**src/rua_pkg.sv**
```systemverilog
// Shared types for the rectangle union area block.
package rua_pkg;

	// Sequencer states of the grid walker.
	typedef enum logic [2:0] {
		ST_IDLE,
		ST_CLEAR,
		ST_SETUP,
		ST_SCAN,
		ST_DRAIN,
		ST_FINISH
	} rua_state_t;

	// Control from the walker to the update stage and the grid memory.
	typedef struct packed {
		logic rd_en;      // read one grid cell at the walker address
		logic clr_wr;     // write a clear cell at the walker address
		logic clr_count;  // zero the covered count
		logic finish;     // the count is final for this beat
	} rua_cmd_t;

	// Widths fixed by the item fields.
	localparam int CoordWidth = 8;
	localparam int AreaWidth  = 15;
	localparam logic [AreaWidth-1:0] AreaMax = '1;

endpackage

```
**src/rua_walker.sv**
```systemverilog
// Grid walker: clears the grid and steps through the cells of each rectangle.
module rua_walker #(
	parameter int GRID_SIZE = 128
) (
	input  logic                                   clk,
	input  logic                                   arst_n,
	input  logic                                   start,
	output logic                                   busy,
	input  logic                                   first_of_set,
	input  logic [rua_pkg::CoordWidth-1:0]         x_low,
	input  logic [rua_pkg::CoordWidth-1:0]         y_low,
	input  logic [rua_pkg::CoordWidth-1:0]         x_high,
	input  logic [rua_pkg::CoordWidth-1:0]         y_high,
	output rua_pkg::rua_cmd_t                      cmd,
	output logic [$clog2(GRID_SIZE*GRID_SIZE)-1:0] mem_addr
);
	import rua_pkg::*;

	localparam int CW = $clog2(GRID_SIZE + 1);
	localparam int AW = $clog2(GRID_SIZE * GRID_SIZE);
	localparam logic [AW-1:0] LastAddr = AW'(GRID_SIZE * GRID_SIZE - 1);
	localparam logic [AW-1:0] RowStep  = AW'(GRID_SIZE);

	rua_state_t state_q, state_d;

	logic [CW-1:0] x_q, y_q, yl_q, xh_q, yh_q;
	logic [AW-1:0] row_base_q, clr_q;
	logic          pend_q;
	logic [CW-1:0] y_next;
	logic          row_end, last_row, accept;

	// Coordinates above the grid edge saturate to the grid size.
	function automatic logic [CW-1:0] clamp(input logic [CoordWidth-1:0] v);
		if (int'(v) > GRID_SIZE) begin
			return CW'(GRID_SIZE);
		end
		return CW'(v);
	endfunction

	assign accept   = start && !busy;
	assign y_next   = y_q + CW'(1);
	assign row_end  = (y_next == yh_q);
	assign last_row = ((x_q + CW'(1)) == xh_q);

	// State register; reset starts a clearing pass over the grid.
	always_ff @(posedge clk or negedge arst_n) begin
		if (!arst_n) begin
			state_q <= ST_CLEAR;
		end else begin
			state_q <= state_d;
		end
	end

	// Next state and control outputs.
	always_comb begin
		state_d       = state_q;
		cmd           = '0;
		busy          = 1'b1;
		mem_addr      = clr_q;
		unique case (state_q)
			ST_IDLE: begin
				busy = 1'b0;
				if (start) begin
					cmd.clr_count = first_of_set;
					state_d       = first_of_set ? ST_CLEAR : ST_SETUP;
				end
			end
			ST_CLEAR: begin
				cmd.clr_wr = 1'b1;
				if (clr_q == LastAddr) begin
					state_d = pend_q ? ST_SETUP : ST_IDLE;
				end
			end
			ST_SETUP: begin
				if ((xh_q > x_q) && (yh_q > y_q)) begin
					state_d = ST_SCAN;
				end else begin
					state_d = ST_FINISH;
				end
			end
			ST_SCAN: begin
				cmd.rd_en = 1'b1;
				mem_addr  = row_base_q + AW'(y_q);
				if (row_end && last_row) begin
					state_d = ST_DRAIN;
				end
			end
			ST_DRAIN: begin
				state_d = ST_FINISH;
			end
			ST_FINISH: begin
				cmd.finish = 1'b1;
				state_d    = ST_IDLE;
			end
			default: begin
				state_d = ST_IDLE;
			end
		endcase
	end

	// Control flags: an item waits behind a clearing pass.
	always_ff @(posedge clk or negedge arst_n) begin
		if (!arst_n) begin
			pend_q <= 1'b0;
			clr_q  <= '0;
		end else begin
			if (accept) begin
				pend_q <= 1'b1;
				clr_q  <= '0;
			end else if (state_q == ST_CLEAR) begin
				clr_q <= clr_q + AW'(1);
			end
		end
	end

	// Rectangle registers and the cell counters.
	always_ff @(posedge clk) begin
		if (accept) begin
			x_q     <= clamp(x_low);
			y_q     <= clamp(y_low);
			yl_q    <= clamp(y_low);
			xh_q    <= clamp(x_high);
			yh_q    <= clamp(y_high);
		end else if (state_q == ST_SETUP) begin
			row_base_q <= AW'(int'(x_q) * GRID_SIZE);
		end else if (state_q == ST_SCAN) begin
			if (row_end) begin
				y_q        <= yl_q;
				x_q        <= x_q + CW'(1);
				row_base_q <= row_base_q + RowStep;
			end else begin
				y_q <= y_next;
			end
		end
	end

endmodule

```
**config.mk**
```make
export PLATFORM = sky130hd
export DESIGN_NAME = rua_walker
export DESIGN_NICKNAME = d
export VERILOG_FILES = /design/src/rua_pkg.sv /design/src/rua_walker.sv
export SDC_FILE = /design/constraint.sdc
export NUM_CORES = 1
export LEC_CHECK = 0
export ABC_AREA = 1
export BUFFER_PORTS_ARGS = -buffer_cell sky130_fd_sc_hd__buf_2
export CAP_MARGIN = 20
export CORE_ASPECT_RATIO = 1.4
export CORE_UTILIZATION = 59
export DETAILED_ROUTE_END_ITERATION = 6
export GPL_TIMING_DRIVEN = 0
export PLACE_DENSITY = 0.81
export SYNTH_ARGS = -nofsm -noshare
export SYNTH_HDL_FRONTEND = slang
export SYNTH_SLANG_ARGS = --single-unit
```
**constraint.sdc**
```tcl
create_clock -name clk -period 3.15 [get_ports clk]
set_input_delay 0.315 -clock clk [delete_from_list [all_inputs] [get_ports clk]]
set_output_delay 0.315 -clock clk [all_outputs]
set_load 0.02 [all_outputs]
```
# --- Word-level counts from Yosys, hierarchy flattened ---
# Index checks and enable logic that the tools add are counted.
op_classes:
  add_sub_neg: 5
  multipliers: 0
  div_mod_pow: 0
  n_lt_le_gt_ge: 6
  n_eq_ne: 12
  shift: 0
  n_mux: 43
  bitwise: 1
  n_reduce_logical: 13
ops:
  columns: ["operator", "n"]
  rows:
  - ["$mux W8", 16]
  - ["$mux W14", 6]
  - ["$gt A8 B8 Y1 const B", 4]
  - ["$add A8 B1 Y8 const B", 2]
  - ["$eq A8 B8 Y1", 2]
  - ["$gt A8 B8 Y1", 2]
  - ["$pmux W3 S5", 1]
  - ["$add A14 B1 Y14 const B", 1]
  - ["$add A14 B8 Y14", 1]
  - ["$add A14 B8 Y14 const B", 1]
  - ["$eq A14 B14 Y1 const B", 1]
  - ["$mux W1", 14]
  - ["$mux W3", 4]
  - ["$reduce_bool A2 Y1", 5]
  - ["$reduce_and A3 Y1", 3]
  - ["$ne A2 B2 Y1 const B", 4]
  - ["$eq A3 B2 Y1 const B", 2]
  - ["$eq A3 B3 Y1 const B", 2]
  - ["$mux W2", 2]
  - ["$eq A3 B1 Y1 const B", 1]
  - ["$logic_and A1 B1 Y1", 3]
  - ["$logic_not A3 Y1", 1]
  - ["$reduce_and A2 Y1", 1]
  - ["$not A1 Y1", 1]
totals:
  register_bits: 72
  latchBits: 0
  ram_bits: 0
  mem_bits_ro: 0
  inputBits: 36
  out_inout_bits: 19
  word_cells: 90
  mem_count: 0

# --- Depth between registers and ports, before layout ---
# Gate-level depths: netlist of the first run.
logic_depth:
  depth_word: 6
  depth_mapped: 14
  ltp_nobuf: 14

# --- Least setup slack after synthesis of the first run ---
# Ideal clock, no wire load.
synth_timing:
  kind: "reg2reg"
  startpoint: "reg y_q[0]"
  endpoint: "reg x_q[0] (enable)"
  setup_time_ns: 0.374
  arrival_ns: 1.984
  t_required_ns: 2.776
  path_slack_ns: 0.792
  path_stages_with_launch: 9
  n_path_buf: 1
  period_less_slack_ns: 2.358
  path_cell_list: "edfxtp_1 > ha_1 > xor2_1 > nor2_1 > nand3_1 > nor2_1 > nand3_4 > buf_6 > o21ai_1"
synth_between:
  elab_chain_cells: 4
synth_rtl:
  columns: ["element", "line", "rtl"]
  rows:
  - ["start, declared", "rua_walker.sv:26", "logic [CW-1:0] x_q, y_q, yl_q, xh_q, yh_q;"]
  - ["start signal, assigned", "rua_walker.sv:120", "y_q <= clamp(y_low);"]
  - ["start signal, assigned", "rua_walker.sv:128", "y_q <= yl_q;"]
  - ["start signal, assigned", "rua_walker.sv:132", "y_q <= y_next;"]
  - ["$add A8 B1 Y8", "rua_walker.sv:41", "assign y_next = y_q + CW'(1);"]
  - ["$eq A8 B8 Y1", "rua_walker.sv:42", "assign row_end = (y_next == yh_q);"]
  - ["$reduce_bool A2 Y1 (no source line)", null, null]
  - ["$reduce_and A3 Y1 (no source line)", null, null]
  - ["end signal, assigned", "rua_walker.sv:119", "x_q <= clamp(x_low);"]
  - ["end signal, assigned", "rua_walker.sv:129", "x_q <= x_q + CW'(1);"]
  - ["end, declared", "rua_walker.sv:26", null]
# Every way passes these cells.
# A chain may end at the register's enable or synchronous reset.

# --- Worst setup path in the final report of the first run ---
layout_timing:
  startpoint: "reg y_q[0]"
  endpoint: "reg x_q[1] (enable)"
# The elaborated chain is that of the path after synthesis.

==> reports/metrics.cfg, run 1 <==
[status]
status = finished, final reports clean

[place]
dp_hpwl_um = 7937
portBuffers = 54
routabilityCongestion = 0.9214

[final_layout]
mostFrequentLayoutCell = nand2_1
nNetsFinal = 692
drive_gt1_frac = 0.1455
insertedDiodeCount = 0
fill_cells = 597
final_cell_mix = nand2_1, inv_1, nor2_1
area_growth_pct = 13.75

[yosys]
syn_area_per_cell_um2 = 7.723
ys_seq_area_frac = 0.4247
syn_nets = 626
synth_edf_count = 47
syn_inst = 568
synthFlopType = edfxtp_1
yosysUniqueCellTypes = 40
synth_area_um2 = 4387
async_flop_share = 0.2769
ys_ff_latch = 65
synth_warnings = 0

[timing]
maxSlewHeadroom = 0.4899
final.min_clock_period_ns = 2.817
post-route-period-util = 0.8944
setup_tns_ns = 0
finalHoldViolCount = 0
rsz0062_at_grt = false
worst_pin_slew_ns = 0.7600
finalSetupViolations = 0
fmax_mhz = 354.9
maxSlewViolCount = 0
final.setup_skew_ns = 0.01464

[drt]
dr.pass1.iters = 5
drt_first_iter_violations = 197
via_per_inst = 5.426
drcViolationCount = 0
drtAntennaViolNets = 0
wl_um = 9984
wire_per_inst_um = 13.60
via_count = 3983

[clocking]
post_cts_buffers = 0
clkTransAtPathRegs_ns = 0.06
cts_buffers = 9
clockBufferDepth = 2
post_cts_resized = 0
cts_root_buffer = clkbuf_8
cts_tree = yes
clkSinkCount = 65
htreeDepth = 3
clock_latency_ns = 0.35
ctsHoldBuffers = 1

[critical_path]
cp.arrival_ns = 2.79
reg2reg_from = y_q[0]
path_cells = ha_1 -> xor2_1 -> nor2_1 -> nand3_1 -> nor2_1 -> nand3_4 -> buf_6 -> o21ai_1
regToRegEndpoint = x_q[1]
cpPeakStageDelay_ns = 0.60
endpoint_kind = register
crit_required_ns = 3.12
crit_type = reg -> reg
crit_path_start_kind = register
crit_fanout = 10
crit_top_cell = nor2_1
r2r_slack_ns = 0.33
worstRegToRegCells = 8
critPathSlowestCell = o21ai_1

[run]
cap_violations = 0

[floorplanning]
rows = 36
die-height_um = 104.0
initial_core_util = 0.6203
die_w_um = 74.88
core-area_um2 = 7072
die-area_um2 = 7789
pin_count = 55

[pwr]
pwr-share-clk = 0.437
p_per_area_nw_per_um2 = 345.2
switching_share = 0.1964
p_switching_w = 0.0003382
cell_internal_pwr_w = 0.001384
peakVddDrop_mv = 0.3670
finalPower_w = 0.001722
p_seq_frac = 0.530
p_leak_nw = 2.331
p_comb_frac = 0.033

[global_routing]
met2_usage = 0.4994
grt_pass1_wl_um = 16540
use_met3 = 0.05136
grt_pass1_vias = 3956
grt_antenna_before_repair = 0
grt.busiest_layer = met2
grt_usage = 0.2828
grt_use_met1 = 0.3021
grt_start_max_net_pins = 34
gr-total-overflow = 0

[worst_hold_path]
hold_class = in -> reg
hold_end = yh_q[7]
min_from = y_high[7]
worstHoldPathCells = 2

[power groups by stage]
stage / sequential (W) / combinational, W / clock [W]
floorplan: 0.000931 / 0.0000217 / 0
global placement: 0.000931 / 0.0000528 / 0
detailed placement: 0.000931 / 0.0000555 / 0
CTS: 0.000913 / 0.0000568 / 0.000762
global route: 0.000913 / 0.0000645 / 0.000800
finish: 0.000913 / 0.0000564 / 0.000752
[metrics by stage]
step                      instances  hold slack (ns)    util  area (um^2)  setup slack, ns
final                           734           0.2412  0.7056         4990           0.3326
after global routing            734           0.2633  0.7056         4990           0.1656
after CTS                       734           0.2260  0.7056         4990           0.3079
after detailed placement        717           0.2767  0.6753         4776           0.3438
after global placement          717           0.2697  0.6753         4776           0.3915
after floorplan                 568          0.01941       -         4387           0.7924
[synth_stat cells (all sizes together), types with 3 or more instances]
cell	count	area (um^2)
dfrtp	17	425.4
buf	5	30.02
a31oi	3	18.77
inv	91	341.6
xnor2	5	43.79
o211ai	6	70.07
nor2	69	299.0
nor3	6	41.29
clkbuf	7	26.28
a21oi	17	85.08
nand2	145	551.8
ha	22	275.3
o21a	3	22.52
nand3	47	257.8
nand3b	3	22.52
nand4	8	50.05
o21ai	46	230.2
edfxtp	47	1411
xor2	8	70.07
[layout make-up]
type                       instances  area, um^2  area share
inverter                          92       345.3     0.06921
buffer                            12       56.30     0.01128
multi-input combinational        399        2122      0.4253
sequential                        65        1863      0.3734
tap                               95       118.9     0.02382
clock inverter                     3       65.06     0.01304
timing repair buffer              55       280.3     0.05617
clock buffer                      13       138.9     0.02783
[critical path, delay by kind of cell (launching register included)]
kind | cells | cell delay [ns]
and+or+nand+nor | 4 | 0.60
adders and majority gates | 1 | 0.37
DFF | 1 | 0.51
xor gates and xnor gates | 1 | 0.16
buffers and inverters | 1 | 0.19
AOI/OAI and AO/OA | 1 | 0.60
[cells by family (layout without fill, tap and decap cells)]
logic type | count (synthesis) | count (layout) | share of synthesized area
flops | 65 | 65 | 0.4247
compound gates | 84 | 84 | 0.1135
xor+xnor | 13 | 13 | 0.02596
fa+ha+maj | 22 | 22 | 0.06275
buf+inv | 104 | 175 | 0.09156
simple gates | 280 | 280 | 0.2815
[how the worst max path moves through the flow]
stage	from	to	slack, ns
floorplan	y_q[0]	x_q[0]	0.79
global placement	y_q[0]	x_q[1]	0.39
detailed placement	y_q[0]	x_q[0]	0.34
CTS	y_q[0]	x_q[1]	0.31
global route	y_q[0]	x_q[1]	0.17
finish	y_q[0]	x_q[1]	0.33
[state kept, by name, indices dropped and copies added, names as in the netlist]
| register | count |
|---|---|
| state_q | 3 |
| xh_q | 8 |
| clr_q | 14 |
| row_base_q | 7 |
| yl_q | 8 |
| pend_q | 1 |
| x_q | 8 |
| yh_q | 8 |
| y_q | 8 |
[per-layer routing]
metal / part of all wire / up-vias
li1: - / 2010
met1: 0.40 / 1824
met2: 0.52 / 116
met3: 0.042 / 33
met4: 0.037 / 0
met5: 0 / -
Note: power is estimated with default switching activity, not from simulation.
==> run 2: changes to the inputs <==
--- a/config.mk
+++ b/config.mk
@@ -8,11 +8,14 @@
 export ABC_AREA = 1
 export BUFFER_PORTS_ARGS = -buffer_cell sky130_fd_sc_hd__buf_2
 export CAP_MARGIN = 20
+export CELL_PAD_IN_SITES_DETAIL_PLACEMENT = 0
+export CELL_PAD_IN_SITES_GLOBAL_PLACEMENT = 2
 export CORE_ASPECT_RATIO = 1.4
-export CORE_UTILIZATION = 59
+export CORE_UTILIZATION = 35
+export CTS_BUF_LIST = sky130_fd_sc_hd__clkbuf_8
 export DETAILED_ROUTE_END_ITERATION = 6
 export GPL_TIMING_DRIVEN = 0
-export PLACE_DENSITY = 0.81
+export PLACE_DENSITY_LB_ADDON = 0.1
 export SYNTH_ARGS = -nofsm -noshare
 export SYNTH_HDL_FRONTEND = slang
 export SYNTH_SLANG_ARGS = --single-unit
==> run 2 against run 1 <==
Net effect: clock-buffer cell count fell by 4; register-to-register slack got worse by 0.09 ns; power rose by 11%; worst hold slack got worse by 0.0049 ns; die area rose by 67%; critical path depth did not move; final area rose by 2.5%; global-route usage fell by 10 points; sequential cell count did not move; combinational power rose by 2%.
==> reports/metrics.cfg, run 2 (synthesized netlist as in run 1, its figures left out) <==
[timing]
finalSetupViolations = 0  ; unchanged
setup_tns_ns = 0  ; unchanged
rsz0062_at_grt = false
finalHoldViolCount = 0  ; unchanged
maxSlewViolCount = 0  ; unchanged
final.min_clock_period_ns = 2.906  ; +0.08888 ns
maxSlewHeadroom = 0.4040  ; -0.08598
final.setup_skew_ns = 0.01015  ; -0.004490 ns
worst_pin_slew_ns = 0.8881  ; +0.1281 ns
post-route-period-util = 0.9226  ; +0.02821
fmax_mhz = 344.1  ; -3.1%

[place]
portBuffers = 54  ; unchanged
dp_hpwl_um = 9045  ; +14%
routabilityCongestion = 0.7672  ; -17%

[pwr]
cell_internal_pwr_w = 0.001538  ; +11%
p_per_area_nw_per_um2 = 372.8  ; +8.0%
p_seq_frac = 0.479  ; -0.051
p_leak_nw = 2.364  ; +1.4%
finalPower_w = 0.001906  ; +11%
peakVddDrop_mv = 0.1865  ; -49%
p_comb_frac = 0.030  ; -0.003
p_switching_w = 0.0003676  ; +8.7%
pwr-share-clk = 0.491  ; +0.054
switching_share = 0.1929  ; -0.003502

[global_routing]
grt_pass1_wl_um = 18420  ; +11%
grt_usage = 0.1810  ; -0.1017
grt_pass1_vias = 3772  ; -4.7%
grt_start_max_net_pins = 34  ; unchanged
grt_antenna_before_repair = 0  ; unchanged
gr-total-overflow = 0  ; unchanged

[drt]
wire_per_inst_um = 14.32  ; +5.3%
drtAntennaViolNets = 0  ; unchanged
drcViolationCount = 0  ; unchanged
via_count = 3793  ; -4.8%
wl_um = 11300  ; +13%
drt_first_iter_violations = 160  ; -19%
dr.pass1.iters = 4  ; -1
via_per_inst = 4.807  ; -11%

[worst_hold_path]
worstHoldPathCells = 2  ; unchanged
hold_class = in -> reg

[clocking]
cts_root_buffer = clkbuf_8
clockBufferDepth = 2  ; unchanged
post_cts_resized = 0  ; unchanged
clock_latency_ns = 0.35  ; about the same
post_cts_buffers = 0  ; unchanged
htreeDepth = 3  ; unchanged
cts_buffers = 9  ; unchanged
cts_tree = yes
ctsHoldBuffers = 1  ; unchanged
clkTransAtPathRegs_ns = 0.07  ; about the same
clkSinkCount = 65  ; unchanged

[final_layout]
fill_cells = 1317  ; +120%
mostFrequentLayoutCell = nand2_1
insertedDiodeCount = 0  ; unchanged
nNetsFinal = 692  ; unchanged
top_register = clr_q
multi_input_area_um2 = 2122  ; unchanged
drive_gt1_frac = 0.1502  ; +0.004695
area_growth_pct = 16.54
final_cell_mix = nand2_1, inv_1, nor2_1
regArea_um2 = 1863  ; unchanged
largest_reg_flops = 14  ; unchanged

[floorplanning]
die-height_um = 134.5  ; +29%
core-area_um2 = 12250  ; +73%
pin_count = 55  ; unchanged
initial_core_util = 0.3580  ; -0.2623
die_w_um = 96.62  ; +29%
rows = 48  ; +33%
die-area_um2 = 12990  ; +67%

[run]
cap_violations = 0  ; unchanged

[critical_path]
crit_type = reg -> reg
crit_fanout = 10  ; unchanged
worstRegToRegCells = 8  ; unchanged
crit_path_start_kind = register
endpoint_kind = register
cp.arrival_ns = 2.87  ; +0.08 ns
crit_required_ns = 3.12  ; about the same
r2r_slack_ns = 0.24  ; -0.09 ns

[status]
status = finished, final reports clean

-- run 2: cell types whose count changed in the layout (fill, tap and decap cells not counted), sizes merged --
cell,delta
clkinv,+1
clkbuf,-4
inv,+1
bufinv,+2
-- run 2: final cells by class --
class,instances,area share
multi-input combinational,399,0.4151
tap,150,0.03671
inverter,92,0.06755
buffer,12,0.01101
timing repair buffer,55,0.05482
sequential,65,0.3644
clock buffer,9,0.02423
clock inverter,7,0.02619
-- run 2: power groups by stage --
| stage | Combinational (W) | Clock (W) | Sequential, W |
|---|---|---|---|
| after floorplan | 0.0000217 | 0 | 0.000931 |
| after global routing | 0.0000667 | 0.000995 | 0.000912 |
| final | 0.0000576 | 0.000935 | 0.000913 |
| after CTS | 0.0000592 | 0.000965 | 0.000913 |
| after global placement | 0.0000568 | 0 | 0.000931 |
| after detailed placement | 0.0000579 | 0 | 0.000931 |
-- run 2: per-layer routing --
layer	up-vias	global-route usage	wire length [um]
li1	2005	-	-
met1	1700	0.2148	5126
met2	72	0.3259	5626
met3	16	0.03002	324
met4	0	0.06965	225
met5	-	0	0
-- run 2: path summary, 6_finish.rpt --
kind	start	to
min in group asynchronous	arst_n	clr_q[10]
worst min-delay path	y_high[7]	yh_q[7]
worst max-delay path	y_q[0]	x_q[3]
worst min register to register	pend_q	pend_q
worst max register to register	y_q[0]	x_q[3]
max in group asynchronous	arst_n	state_q[0]
-- run 2: through the flow --
stage	hold WS, ns	instances	area (um^2)	utilization	worst slack (ns)
floorplan	0.01941	568	4387	-	0.7924
global placement	0.2902	772	4845	0.3954	0.1848
detailed placement	0.2959	772	4845	0.3954	0.1836
CTS	0.2168	789	5112	0.4173	0.1652
global route	0.2267	789	5112	0.4173	0.01695
finish	0.2363	789	5112	0.4173	0.2437
-- run 2: critical path, cell delays in order, from the launching register on --
cell	delay, ns
edfxtp_1	0.50
ha_1	0.36
xor2_1	0.16
nor2_1	0.17
nand3_1	0.10
nor2_1	0.18
nand3_4	0.16
buf_6	0.19
o21ai_1	0.69
